### src/rtl/mfwl_pkg.sv
`timescale 1ns / 1ps
package mfwl_pkg;

   typedef struct packed {
      logic [31:0] elem_a;
      logic [31:0] elem_b;
      logic        last_element;
   } req_type;

   typedef struct packed {
      logic [31:0] elem_out;
      logic        last_out;
   } rsp_type;

   // widened operand pair as it sits in the queue
   typedef struct packed {
      logic [31:0] a;
      logic [31:0] b;
      logic        last;
   } item_type;

   localparam int unsigned CSR_INDEX_W = 2;
   localparam logic [CSR_INDEX_W-1:0] CSR_FORMAT = 2'd0;
   localparam logic [CSR_INDEX_W-1:0] CSR_WEIGHT = 2'd1;

   localparam logic [1:0] FMT_F32  = 2'd0;
   localparam logic [1:0] FMT_F16  = 2'd1;
   localparam logic [1:0] FMT_BF16 = 2'd2;

   localparam logic [31:0] WEIGHT_RESET = 32'h3F00_0000;
   localparam logic [31:0] ONE_F32      = 32'h3F80_0000;
   localparam logic [31:0] SIGN_BIT     = 32'h8000_0000;
   localparam logic [31:0] QUIET_BIT    = 32'h0040_0000;
   localparam logic [31:0] INF_F32      = 32'h7F80_0000;
   localparam logic [31:0] DEFAULT_NAN  = 32'h7FC0_0000;

   // cycles from operands to registered result of one multiply-add unit
   localparam int unsigned FMA_LAT = 8;

   function automatic logic [5:0] msb_index(input logic [63:0] v);
      logic [5:0] pos;
      pos = 6'd0;
      for (int i = 0; i < 64; i++) begin
         if (v[i]) begin
            pos = 6'(i);
         end
      end
      return pos;
   endfunction

   function automatic logic is_nan32(input logic [31:0] v);
      return (v[30:23] == 8'hFF) && (v[22:0] != 23'd0);
   endfunction

endpackage

### src/rtl/mfwl_fifo.sv
`timescale 1ns / 1ps
module mfwl_fifo #(
   parameter int unsigned DEPTH = 4
) (
   input  logic               clock,
   input  logic               reset,
   input  logic               push_valid,
   output logic               push_ready,
   input  mfwl_pkg::item_type push_data,
   output logic               pop_valid,
   input  logic               pop_ready,
   output mfwl_pkg::item_type pop_data
);

   localparam int unsigned PW = (DEPTH > 1) ? $clog2(DEPTH) : 1;
   localparam int unsigned CW = $clog2(DEPTH + 1);

   mfwl_pkg::item_type entry_ff [DEPTH];
   logic [PW-1:0] wr_ptr_ff, wr_ptr_in;
   logic [PW-1:0] rd_ptr_ff, rd_ptr_in;
   logic [CW-1:0] count_ff, count_in;
   logic          push, pop;

   assign push_ready = (count_ff != CW'(DEPTH));
   assign pop_valid  = (count_ff != '0);
   assign pop_data   = entry_ff[rd_ptr_ff];
   assign push       = push_valid && push_ready;
   assign pop        = pop_valid && pop_ready;

   always_comb begin
      wr_ptr_in = wr_ptr_ff;
      rd_ptr_in = rd_ptr_ff;
      count_in  = count_ff;
      if (push) begin
         wr_ptr_in = (wr_ptr_ff == PW'(DEPTH - 1)) ? '0 : wr_ptr_ff + 1'b1;
      end
      if (pop) begin
         rd_ptr_in = (rd_ptr_ff == PW'(DEPTH - 1)) ? '0 : rd_ptr_ff + 1'b1;
      end
      if (push && !pop) begin
         count_in = count_ff + 1'b1;
      end else if (pop && !push) begin
         count_in = count_ff - 1'b1;
      end
   end

   always_ff @(posedge clock) begin
      if (reset) begin
         wr_ptr_ff <= '0;
         rd_ptr_ff <= '0;
         count_ff  <= '0;
      end else begin
         wr_ptr_ff <= wr_ptr_in;
         rd_ptr_ff <= rd_ptr_in;
         count_ff  <= count_in;
      end
   end

   always_ff @(posedge clock) begin
      if (push) begin
         entry_ff[wr_ptr_ff] <= push_data;
      end
   end

   a_count_bound: assert property (@(posedge clock) disable iff (reset)
      count_ff <= CW'(DEPTH))
      else $error("queue count beyond depth");

   a_count_up: assert property (@(posedge clock) disable iff (reset)
      (push && !pop) |=> (count_ff == $past(count_ff) + 1'b1))
      else $error("queue count did not follow a lone push");

endmodule

### src/rtl/mfwl_front.sv
`timescale 1ns / 1ps
module mfwl_front #(
   parameter int unsigned QUEUE_DEPTH = 4
) (
   input  logic               clock,
   input  logic               reset,
   input  logic [1:0]         element_format,
   input  logic               req_valid,
   output logic               req_ready,
   input  mfwl_pkg::req_type  req_data,
   output logic               item_valid,
   input  logic               item_ready,
   output mfwl_pkg::item_type item_data
);

   mfwl_pkg::item_type widened;

   // exact fp16 -> fp32
   function automatic logic [31:0] widen_f16(input logic [15:0] h);
      logic       s;
      logic [4:0] e;
      logic [9:0] f;
      logic [5:0] k;
      logic [22:0] fr;
      s = h[15];
      e = h[14:10];
      f = h[9:0];
      k = mfwl_pkg::msb_index({54'd0, f});
      fr = 23'({13'd0, f} << (5'd23 - k[4:0]));
      if (e == 5'h1F) begin
         return {s, 8'hFF, f, 13'd0};
      end else if (e == 5'd0) begin
         if (f == 10'd0) begin
            return {s, 31'd0};
         end
         return {s, 8'({2'd0, k}) + 8'd103, fr};
      end
      return {s, 8'({3'd0, e}) + 8'd112, f, 13'd0};
   endfunction

   always_comb begin
      widened.last = req_data.last_element;
      case (element_format)
         mfwl_pkg::FMT_F32: begin
            widened.a = req_data.elem_a;
            widened.b = req_data.elem_b;
         end
         mfwl_pkg::FMT_F16: begin
            widened.a = widen_f16(req_data.elem_a[15:0]);
            widened.b = widen_f16(req_data.elem_b[15:0]);
         end
         default: begin
            widened.a = {req_data.elem_a[15:0], 16'd0};
            widened.b = {req_data.elem_b[15:0], 16'd0};
         end
      endcase
   end

   mfwl_fifo #(
      .DEPTH(QUEUE_DEPTH)
   ) u_queue (
      .clock     (clock),
      .reset     (reset),
      .push_valid(req_valid),
      .push_ready(req_ready),
      .push_data (widened),
      .pop_valid (item_valid),
      .pop_ready (item_ready),
      .pop_data  (item_data)
   );

endmodule

### config.mk
export PLATFORM = sky130hd
export DESIGN_NAME = mfwl_front
export DESIGN_NICKNAME = d
export VERILOG_FILES = /design/src/rtl/mfwl_pkg.sv /design/src/rtl/mfwl_fifo.sv /design/src/rtl/mfwl_front.sv
export SDC_FILE = /design/constraint.sdc
export NUM_CORES = 1
export LEC_CHECK = 0
export ABC_AREA = 1
export BUFFER_PORTS_ARGS = -buffer_cell sky130_fd_sc_hd__clkbuf_2
export CAP_MARGIN = 40
export CORE_ASPECT_RATIO = 1.25
export CORE_UTILIZATION = 58
export DETAILED_ROUTE_END_ITERATION = 12
export GPL_TIMING_DRIVEN = 0
export PLACE_DENSITY_LB_ADDON = 0.08
export SLEW_MARGIN = 0
export SYNTH_ARGS = -nofsm -noshare
export SYNTH_HDL_FRONTEND = slang
export SYNTH_SLANG_ARGS = --single-unit
### constraint.sdc
create_clock -name clock -period 4.4 [get_ports clock]
set_input_delay 0.22 -clock clock [delete_from_list [all_inputs] [get_ports clock]]
set_output_delay 0.22 -clock clock [all_outputs]
set_load 0.02 [all_outputs]
==> impl_summary.txt, run 1 <==
----------------------------------------------------
[Global route]
  Maximum number of pins on one net before global-route repair ... 27
  Global-route usage over all layers ... 0.307
  GRT Residual Overflow ... 0
  First-pass GRT wire length ... slightly below 50000 µm
  Number of global-route vias before repair ... ~9k
  Antenna violations before repair ... 2

[Flow run]
  Max-cap violation count ... 0

[Layout]
  Layout net count ... 1351
  Layout cells sized above 1 ... 0.184
  Non-filler cells, final ... ~1.6k
  Layout Area Growth over Synthesis ... 18.3%
  Fill cell count ... between 1.5k and 2k

[Timing]
  Number of hold-slack violations in the final timing report ... 0
  Setup clock skew after layout ... between 0.01 and 0.015 ns
  Slew Limit Headroom ... 0.462
  Slew at the pin with the worst max-slew slack ... 0.807 ns
  Final hold slack ... 0.0770 ns
  RSZ-0062 raised after global routing ... false
  Final worst-path cycle share ... 0.765
  Post-route minimum period ... approximately 3.4 ns
  Final number of max-transition violations ... 0
  Setup Viol. Count Final ... 0
  Maximum clock rate ... 0.297 GHz

[Critical path]
  WP data arrival ... about 3.1 ns
  Number of cell instances on the worst register-to-register path ... 6
  Required arrival time at the worst endpoint ... approximately 4.2 ns
  Max stage delay on crit path ... about 0.63 ns
  Maximum fanout along the worst path ... 10
  Setup slack of the worst register-to-register path ... 2.03 ns
  Worst-path cell chain ... clkbuf_1, inv_1, buf_2, clkbuf_1, o21ai_0, o22ai_1, clkbuf_2
  Crit path kind ... reg2out
  Number of gates on the worst path with buffers counted ... 7
  Family of cells with the greatest summed delay on the critical path ... buffers and inverters
  Worst path most repeated cell ... clkbuf_1
  Kind of start point of the critical path ... flip-flop
  Worst flop-to-flop path endpoint ... u_queue.entry_ff[0][4]
  Endpoint of the worst setup timing path ... item_data[46]
  Critical register-to-register path startpoint ... u_queue.count_ff[0]
  Master of the slowest instance on the critical path ... clkbuf_1
  Buffer and inverter count on the worst path ... 5
  Sort of element at the end of the critical path ... primary output

[Floorplan]
  Number of placed I/O pins ... 138
  Die W ... 131 µm
  Area enclosed by the die boundary ... 0.0212 mm²
  Vert. Die Dim ... 163 µm
  Initial core utilization ... 0.594
  Core Region ... between 0.02 and 0.025 mm²
  Cell row count ... 58

[Synthesis]
  Yosys reg bits ... 269
  Number of instances in the synthesized netlist ... 1095
  Combined area of all synthesized cells ... approximately 0.012 mm²
  Top area cells in the synthesized netlist ... edfxtp_1 (65%), o21ai_0 (6.4%), nor2_1 (5.8%)
  Number of warnings reported in the yosys synthesis log ... 0
  Nets in the synthesized netlist ... roughly 1.2k
  Main flop type after synthesis ... edfxtp_1
  Number of synthesized flops with an enable pin ... between 200 and 300
  Count of distinct cell types in the synthesized netlist ... 43
  Top cell type by total area after synthesis ... edfxtp_1
  Sequential element share of the synthesized area ... 0.667
  Fraction of synthesis flops using an asynchronous set or reset pin ... 0
  Portion of synthesized cell area occupied by the leading cell type ... 0.652
  Per-instance average area after synthesis ... 10.9 µm²

[Routing]
  Starting DRC count in detailed routing ... 918
  Total Routed Length ... 32400 µm
  Routed via count ... 9313
  DRC violations left ... 0
  Number of iterations in the first detailed-routing pass ... 6
  Antenna viol nets, final ... 0
  Via count normalized by instance count ... between 5 and 6
  Average detailed-routed wire length per instance ... around 21 µm

[Placement]
  Cell Count Post-Placement ... roughly 1.5k
  GPL Wtd Cong ... 0.993
  # port buffers ... about 140
  Post-detailed-placement half-perimeter wirelength ... 22200 µm

[Power]
  Post-layout power ... a little under 8000 µW
  Internal power consumption ... 5240 µW
  Switching share of power ... 0.331
  Sw power ... approximately 2600 µW
  Part of the power in registers ... 0.410
  Highest ir drop seen on vdd ... between 0.4 and 0.5 mV
  Fraction of power consumed by combinational cells ... 0.286
  Static leakage power ... ~0.0054 µW
  Cell area power density ... 553 mW/mm²
  Relative contribution of the clock network to total power ... 0.304

[Outcome]
  Outcome ... finished clean

[Clock tree]
  Clock Root Buffer ... clkbuf_16
  CTS clk-pin slew, worst paths ... about 0.060 ns
  TritonCTS Sinks ... around 270
  Clock tree from TritonCTS ... yes
  Insertion delay to the later sink of the worst-skew pair ... 0.53 ns
  Clock tree buffer depth ... 3
  Cells resized by post-CTS repair ... 0
  H-tree depth ... 1
  Number of buffers inserted during clock tree synthesis ... 26

[Worst hold path]
  Min-Delay Path Class ... in2reg

----------------------------------------------------
-- per-stage QoR --
stage / worst slack, ns / util / cell area, µm² / TNS [ns]
after global routing: 0.932 / 0.702 / 14200 / 0
after global placement: -1.78 / 0.645 / 13000 / -439.28
after detailed placement: 1.58 / 0.656 / 13200 / 0
after floorplan: 0.313 / - / 12000 / 0
after CTS: 1.02 / 0.702 / 14200 / 0
final: 1.04 / 0.703 / 14200 / 0
-- how the worst min path moves through the flow --
stage / slack (ns) / cells after the start / startpoint / to
after global routing: 0.08 / 3 / req_data[29] / u_queue.entry_ff[0][29]
after CTS: 0.06 / 3 / req_data[29] / u_queue.entry_ff[0][29]
final: 0.08 / 4 / item_ready / flip-flop
after floorplan: 0.30 / 1 / reset / flip-flop
after detailed placement: 0.44 / 1 / req_data[0] / u_queue.entry_ff[0][0]
after global placement: 0.44 / 1 / req_data[0] / u_queue.entry_ff[3][0]
-- power by group through the flow --
stage	combinational, µW	clock, µW	sequential (µW)
floorplan	1370	0	3270
global placement	2130	0	3310
detailed placement	2220	0	3270
CTS	2240	2390	3220
global route	2430	2490	3240
finish	2240	2380	3210
-- cells by family after synthesis --
| kind of cell | count (synthesis) | synth area share |
|---|---|---|
| compound gates | 293 | 0.141 |
| fa+ha+maj | 9 | 0.0100 |
| buf+inv | 122 | 0.0400 |
| flops | 269 | 0.667 |
| simple gates | 402 | 0.143 |
-- cell type report --
cell class                      instances  area [µm²]  area share
Sequential cell                       269        7990       0.564
Timing Repair Buffer                  148         901      0.0636
Clock inverter                         19         244      0.0172
Multi-Input combinational cell        704        3540       0.250
Buffer                                 57         233      0.0164
Clock buffer                           28         679      0.0479
Inverter                               65         246      0.0174
Tap cell                              270         338      0.0238
Antenna cell                            1        2.50    0.000177
-- sequential cells by signal, summed over array words and instances, names as in the netlist, named ones only --
name / count
u_queue.count_ff: 3
u_queue.entry_ff: 260
u_queue.wr_ptr_ff: 2
u_queue.rd_ptr_ff: 2
-- per-layer routing --
layer,routed length (µm),up-vias,global-route usage
met5,0,-,0
met4,1130,0,0.113
met3,2750,74,0.0447
met2,15700,483,0.510
met1,12800,4436,0.411
li1,-,4320,-
-- synthesized netlist by cell type (3+ instances only) --
cell	count
nor2_1	184
inv_1	46
o211ai_1	6
nand4_1	8
clkbuf_1	50
nand2_1	140
nand2_4	3
buf_2	3
a22oi_1	26
o21bai_1	3
a21oi_1	19
nor3_2	6
nand3_1	43
inv_2	18
dfxtp_1	9
o21ai_1	7
a211oi_1	3
o22ai_1	67
nand2_2	8
o21ai_0	153
edfxtp_1	260
ha_1	8
-- cell usage in the layout, fill, tap and decap left out, types with 7 or more instances in the layout --
cell type and n:
a21oi_1 19, a22oi_1 26, buf_12 7, clkbuf_1 51, clkbuf_16 27, clkbuf_2 137
dfxtp_1 9, edfxtp_1 260, ha_1 8, inv_1 46, inv_2 18, nand2_1 140
nand2_2 8, nand3_1 43, nand4_1 8, nor2_1 180, o21ai_0 153, o21ai_1 7
o22ai_1 67
-- worst min-delay path: stages --
cell,delay (ns)
clkbuf_2,0.08
nand2_1,0.10
nand2_1,0.08
a21oi_1,0.07
-- repair_timing --
action	in CTS	in global routing
endpoints found under the hold margin	11	0
hold buffers	2	0
setup buffers	0	0
Note: power is estimated with default switching activity, not from simulation.
==> run 2: changes to the inputs <==
--- a/config.mk
+++ b/config.mk
@@ -5,11 +5,11 @@
 export SDC_FILE = /design/constraint.sdc
 export NUM_CORES = 1
 export LEC_CHECK = 0
-export ABC_AREA = 1
+export ABC_AREA = 0
 export BUFFER_PORTS_ARGS = -buffer_cell sky130_fd_sc_hd__clkbuf_2
 export CAP_MARGIN = 40
 export CORE_ASPECT_RATIO = 1.25
-export CORE_UTILIZATION = 58
+export CORE_UTILIZATION = 59
 export DETAILED_ROUTE_END_ITERATION = 12
 export GPL_TIMING_DRIVEN = 0
 export PLACE_DENSITY_LB_ADDON = 0.08
==> constraint.sdc (replaced) <==
create_clock -name clock -period 3.1 [get_ports clock]
set_input_delay 0.155 -clock clock [delete_from_list [all_inputs] [get_ports clock]]
set_output_delay 0.155 -clock clock [all_outputs]
set_load 0.02 [all_outputs]
==> impl_summary.txt, run 2 <==
----------------------------------------------------
[Critical path]
  Required arrival time at the worst endpoint ... 2.94 ns (-1.24 ns)
  Kind of start point of the critical path ... flip-flop
  WP data arrival ... 2.56 ns (-0.58 ns)
  Number of cell instances on the worst register-to-register path ... 8 (+2)
  Sort of element at the end of the critical path ... primary output
  Crit path kind ... reg2out
  Maximum fanout along the worst path ... 10 (unchanged)

[Clock tree]
  Clock Root Buffer ... clkbuf_16
  Number of setup buffers added after CTS ... 0 (unchanged)
  Cells resized by post-CTS repair ... 0 (unchanged)
  Number of buffers inserted during clock tree synthesis ... 25 (-3.8%)
  H-tree depth ... 1 (unchanged)
  CTS clk-pin slew, worst paths ... 0.06 ns (about the same)
  Clock tree buffer depth ... 3 (unchanged)
  Insertion delay to the later sink of the worst-skew pair ... 0.52 ns (about the same)
  Hold buffers post-CTS ... 6 (+4)
  TritonCTS Sinks ... 269 (unchanged)
  Clock tree from TritonCTS ... yes

[Synthesis]
  Sequential element share of the synthesized area ... 0.665 (-0.00139)
  Combined area of all synthesized cells ... 0.0120 mm² (+0.21%)
  Count of distinct cell types in the synthesized netlist ... 69 (+60%)
  Per-instance average area after synthesis ... 15.7 µm² (+44%)
  Yosys reg bits ... 269 (unchanged)
  Main flop type after synthesis ... edfxtp_1
  Portion of synthesized cell area occupied by the leading cell type ... 0.650 (-0.00136)
  Count leader, synth ... edfxtp_1
  Nets in the synthesized netlist ... 844 (-28%)
  Number of synthesized flops with an enable pin ... 260 (unchanged)
  Most common library cells after synthesis ... edfxtp_1 (260), mux4_2 (65), nor2_1 (44)
  Number of warnings reported in the yosys synthesis log ... 0 (unchanged)
  Top area cells in the synthesized netlist ... edfxtp_1 (65%), mux4_2 (12%), a21oi_1 (1.6%)
  Number of instances in the synthesized netlist ... 764 (-30%)
  Fraction of synthesis flops using an asynchronous set or reset pin ... 0 (unchanged)
  Top cell type by total area after synthesis ... edfxtp_1

[Routing]
  Total Routed Length ... 31700 µm (-2.2%)
  Antenna viol nets, final ... 0 (unchanged)
  Starting DRC count in detailed routing ... 978 (+6.5%)
  Number of iterations in the first detailed-routing pass ... 5 (-1)
  Via count normalized by instance count ... 6.54 (+9.6%)
  Average detailed-routed wire length per instance ... 26.0 µm (+25%)
  DRC violations left ... 0 (unchanged)
  Routed via count ... 7969 (-14%)

[Timing]
  Setup clock skew after layout ... 0.0105 ns (-0.00338 ns)
  Slew at the pin with the worst max-slew slack ... 0.827 ns (+0.0208 ns)
  Final number of max-transition violations ... 0 (unchanged)
  Maximum clock rate ... 0.368 GHz
  Sum of negative setup slack ... 0 ns (unchanged)
  Post-route minimum period ... about 2.7 ns
  Slew Limit Headroom ... 0.448 (-0.0139)
  RSZ-0062 raised after global routing ... false
  Smallest setup slack after layout ... 0.385 ns (-0.650 ns)
  Final worst-path cycle share ... 0.876
  Setup Viol. Count Final ... 0 (unchanged)
  Number of hold-slack violations in the final timing report ... 0 (unchanged)

[Worst hold path]
  Number of cells on the worst hold path ... 2 (-2)
  Min-Delay Path Class ... in2reg

[Placement]
  # port buffers ... 132 (-3.6%)
  GPL Wtd Cong ... 0.968 (-2.5%)
  Area after detailed placement ... 0.0132 mm² (-0.59%)
  Post-detailed-placement half-perimeter wirelength ... 22000 µm (-0.94%)
  Minimum setup slack after placement ... 0.153 ns (-1.43 ns)

[Floorplan]
  Die W ... 130 µm (-0.74%)
  Cell row count ... 57 (-1.7%)
  Vert. Die Dim ... 161 µm (-0.74%)
  Core Region ... 0.0197 mm² (-2.4%)
  Number of placed I/O pins ... 138 (unchanged)
  Initial core utilization ... 0.610 (+0.0161)
  Area enclosed by the die boundary ... 0.0209 mm² (-1.5%)

[Global route]
  First-pass GRT wire length ... 48500 µm (+0.98%)
  Antenna violations before repair ... 0 (-2)
  Maximum number of pins on one net before global-route repair ... 39 (+44%)
  Global-route usage over all layers ... 0.315 (+0.00765)
  GRT Residual Overflow ... 0 (unchanged)
  Number of global-route vias before repair ... 8360 (-4.7%)

[Layout]
  Antenna fix cells ... 0 (-1)
  Largest register by flop count ... u_queue.entry_ff
  Fill cell count ... 1316 (-16%)
  Most common library cell in the layout ignoring fill and taps ... edfxtp_1
  Layout net count ... 1017 (-25%)
  Layout cells sized above 1 ... 0.290 (+0.107)
  Largest registers ... u_queue.entry_ff: 260 flops, u_queue.count_ff: 3 flops
  Max reg flops ... 260 (unchanged)
  Total non-filler cell area in the finished layout ... 0.0140 mm² (-1.4%)
  Most frequent cells in the layout ... edfxtp_1 (260), clkbuf_2 (132), mux4_2 (65)
  Layout Area Growth over Synthesis ... 16.4%

[Power]
  Highest ir drop seen on vdd ... 0.621 mV (+45%)
  Static leakage power ... 0.00480 µW (-11%)
  Cell area power density ... 713 mW/mm² (+29%)
  Post-layout power ... 9960 µW (+27%)

[Flow run]
  Max-cap violation count ... 0 (unchanged)

[Outcome]
  Outcome ... finished clean

----------------------------------------------------
==> run 2: cells by family (layout without fill, tap and decap cells) <==
logic type               count (synthesis)  in the layout  synth area share
flip-flops                             269            269             0.665
AND/OR/NAND/NOR                        182            182            0.0768
AO/OA/AOI/OAI                          150            150            0.0869
multiplexers                            78             78             0.133
buffers and inverters                   72            262            0.0247
adder cells (fa/ha/maj)                  9              9            0.0100
XOR/XNOR                                 4              4           0.00292
==> run 2: power by group <==
group	internal (µW)	switching, µW
combinational	1010	1540
sequential	4400	107
clock	1630	1270
total	7040	2920
==> run 2: metal layers <==
metal / global-route usage / routed length [µm] / vias up
li1: - / - / 3441
met5: 0 / 0 / -
met3: 0.0397 / 2480 / 75
met1: 0.406 / 11700 / 3965
met4: 0.113 / 1070 / 0
met2: 0.548 / 16400 / 488
==> run 2: critical path, stage by stage (launching register included) <==
cell and delay [ns]:
dfxtp_1 0.32, clkbuf_1 0.38, buf_6 0.23, clkbuf_1 0.50, mux4_2 0.42, clkbuf_2 0.18
==> run 2: final timing paths <==
path / start / slack, ns / end
setup / recovery: flip-flop / 0.39 / item_data[21]
hold / removal: req_data[31] / 0.01 / u_queue.entry_ff[1][31]
setup reg to reg: u_queue.count_ff[2] / 0.76 / u_queue.count_ff[2]
hold reg to reg: u_queue.rd_ptr_ff[1] / 0.51 / u_queue.rd_ptr_ff[1]
==> run 2: per-stage QoR <==
step           utilization  std cells  hold WS [ns]
2_1_floorplan            -        764         0.224
3_3_place_gp         0.660       1161         0.370
3_5_place_dp         0.668       1169         0.383
4_1_cts              0.710       1219       0.00467
5_1_grt              0.710       1219        0.0176
6_report             0.710       1219        0.0116
==> run 2: area by class of cell <==
cell class / instances / area, µm² / share of cell area
Sequential cell: 269 / 7990 / 0.572
Multi-Input combinational cell: 423 / 3740 / 0.268
Clock buffer: 35 / 684 / 0.0490
Tap cell: 265 / 332 / 0.0237
Buffer: 55 / 231 / 0.0166
Clock inverter: 9 / 78.8 / 0.00564
Inverter: 17 / 65.1 / 0.00466
Timing Repair Buffer: 146 / 855 / 0.0612
==> run 3: changes to the inputs <==
==> constraint.sdc (replaced) <==
create_clock -name clock -period 2.7 [get_ports clock]
set_input_delay 0.135 -clock clock [delete_from_list [all_inputs] [get_ports clock]]
set_output_delay 0.135 -clock clock [all_outputs]
set_load 0.02 [all_outputs]
==> impl_summary.txt, run 3 (synthesis results as in run 2) <==
----------------------------------------------------
[Outcome]
  Outcome ... finished clean

[Critical path]
  Required arrival time at the worst endpoint ... 2.57 ns (-0.37 ns)
  Crit path kind ... reg2out
  Buffer and inverter count on the worst path ... 3 (-1)
  Sort of element at the end of the critical path ... primary output
  Kind of start point of the critical path ... flip-flop
  Maximum fanout along the worst path ... 10 (unchanged)
  Critical register-to-register path startpoint ... u_queue.count_ff[2]
  Max stage delay on crit path ... 0.61 ns (+0.11 ns)
  WP data arrival ... 2.45 ns (-0.11 ns)
  Worst-path cell chain ... buf_8, buf_2, mux4_2, clkbuf_2
  Family of cells with the greatest summed delay on the critical path ... buffers and inverters
  Master of the slowest instance on the critical path ... mux4_2

[Timing]
  Sum of negative setup slack ... 0 ns (unchanged)
  RSZ-0062 raised after global routing ... false
  Final number of max-transition violations ... 0 (unchanged)
  Slew at the pin with the worst max-slew slack ... 0.901 ns (+0.0736 ns)
  Final worst-path cycle share ... 0.956
  Setup clock skew after layout ... 0.0156 ns (+0.00510 ns)
  Smallest setup slack after layout ... 0.118 ns (-0.268 ns)
  Final hold slack ... 0.0215 ns (+0.00998 ns)
  Number of hold-slack violations in the final timing report ... 0 (unchanged)
  Maximum clock rate ... ~0.39 GHz
  Slew Limit Headroom ... 0.393 (-0.0554)
  Setup Viol. Count Final ... 0 (unchanged)
  Post-route minimum period ... around 2.6 ns

[Routing]
  DRC violations left ... 0 (unchanged)
  Routed via count ... 7963 (-0.075%)
  Total Routed Length ... 31700 µm (+0.12%)
  Average detailed-routed wire length per instance ... 26.0 µm (+0.21%)
  Starting DRC count in detailed routing ... 851 (-13%)
  Via count normalized by instance count ... 6.54 (about the same)
  Antenna viol nets, final ... 0 (unchanged)
  Number of iterations in the first detailed-routing pass ... 7 (+2)

[Clock tree]
  Clock Root Buffer ... clkbuf_16
  Clock tree from TritonCTS ... yes
  Clock tree buffer depth ... 3 (unchanged)
  H-tree depth ... 1 (unchanged)
  Insertion delay to the later sink of the worst-skew pair ... 0.52 ns (about the same)
  TritonCTS Sinks ... 269 (unchanged)
  Number of buffers inserted during clock tree synthesis ... 25 (unchanged)
  CTS clk-pin slew, worst paths ... 0.07 ns (about the same)

[Placement]
  Cell Count Post-Placement ... 1168 (-0.086%)
  GPL Wtd Cong ... 0.973 (+0.44%)
  # port buffers ... 132 (unchanged)
  Post-detailed-placement half-perimeter wirelength ... 21700 µm (-1.3%)
  Minimum setup slack after placement ... -0.398 ns (-0.551 ns)

[Layout]
  Layout Area Growth over Synthesis ... 16.0%
  Most frequent cells in the layout ... edfxtp_1 (260), clkbuf_2 (132), mux4_2 (65)
  Area used by sequential logic in the layout ... 0.00799 mm² (unchanged)
  Fill cell count ... 1341 (+1.9%)
  Layout cells sized above 1 ... 0.293 (+0.00240)
  Max reg flops ... 260 (unchanged)
  Most common library cell in the layout ignoring fill and taps ... edfxtp_1
  Layout net count ... 1016 (-0.098%)
  Area used by multi-input combinational logic ... 0.00374 mm² (about the same)
  Largest registers ... u_queue.entry_ff: 260 flops, u_queue.count_ff: 3 flops
  Antenna fix cells ... 0 (unchanged)
  Largest register by flop count ... u_queue.entry_ff
  Non-filler cells, final ... 1218 (-0.082%)

[Global route]
  GRT Residual Overflow ... 0 (unchanged)
  Global-route usage over all layers ... 0.314 (-0.000979)
  First-pass GRT wire length ... 48100 µm (-0.85%)
  Number of global-route vias before repair ... 8463 (+1.2%)
  Maximum number of pins on one net before global-route repair ... 40 (+2.6%)
  Antenna violations before repair ... 0 (unchanged)

[Floorplan]
  Initial core utilization ... 0.610 (unchanged)
  Area enclosed by the die boundary ... 0.0209 mm² (unchanged)
  Die W ... 130 µm (unchanged)
  Cell row count ... 57 (unchanged)
  Core Region ... 0.0197 mm² (unchanged)
  Number of placed I/O pins ... 138 (unchanged)
  Vert. Die Dim ... 161 µm (unchanged)

[Power]
  Post-layout power ... 11300 µW (+13%)
  Highest ir drop seen on vdd ... 0.849 mV (+37%)
  Static leakage power ... 0.00478 µW (-0.45%)
  Cell area power density ... 808 mW/mm² (+13%)

[Worst hold path]
  Min-Delay Path Class ... in2reg
  Hold path startpoint ... req_data[51]

[Flow run]
  Max-cap violation count ... 0 (unchanged)

----------------------------------------------------
==> run 3: worst paths after layout <==
path / to / slack [ns] / cells past startpoint
worst max-delay path: item_data[58] / 0.12 / 4
worst min-delay path: u_queue.entry_ff[3][51] / 0.02 / 2
worst max register to register: u_queue.count_ff[2] / 0.34 / 8
worst min register to register: u_queue.count_ff[2] / 0.53 / 2
==> run 3: area by class of cell <==
class | count | share of cell area
timing repair buffer | 146 | 0.0609
buffer | 54 | 0.0164
sequential | 269 | 0.574
tap | 265 | 0.0238
clock buffer | 31 | 0.0465
multi-input combinational | 423 | 0.269
clock inverter | 13 | 0.00539
inverter | 17 | 0.00467
==> run 3: repair_timing <==
| item | CTS | global route |
|---|---|---|
| endpoints found under the setup margin | 18 | 4 |
| gates resized for setup | 0 | 1 |
| hold buffers | 7 | 0 |
| setup buffers | 0 | 0 |
| hold endpoints to repair | 29 | 0 |
==> run 3: stage by stage <==
stage          utilization  cell area (µm²)
3_3_place_gp         0.661            13000
2_1_floorplan            -            12000
5_1_grt              0.707            13900
4_1_cts              0.707            13900
6_report             0.707            13900
3_5_place_dp         0.667            13100
==> run 3: where the power goes <==
group	switching, µW	internal [µW]	total, µW
clock network	1460	1710	3170
registers	135	5060	5190
logic	1750	1140	2890
total	3350	7910	11300
==> run 3: per-layer routing <==
layer | GRT usage | wire length [µm] | up-vias
met2 | 0.549 | 16400 | 470
met4 | 0.135 | 1430 | 0
met1 | 0.379 | 11200 | 3951
met5 | 0 | 0 | -
met3 | 0.0570 | 2690 | 107
li1 | - | - | 3435
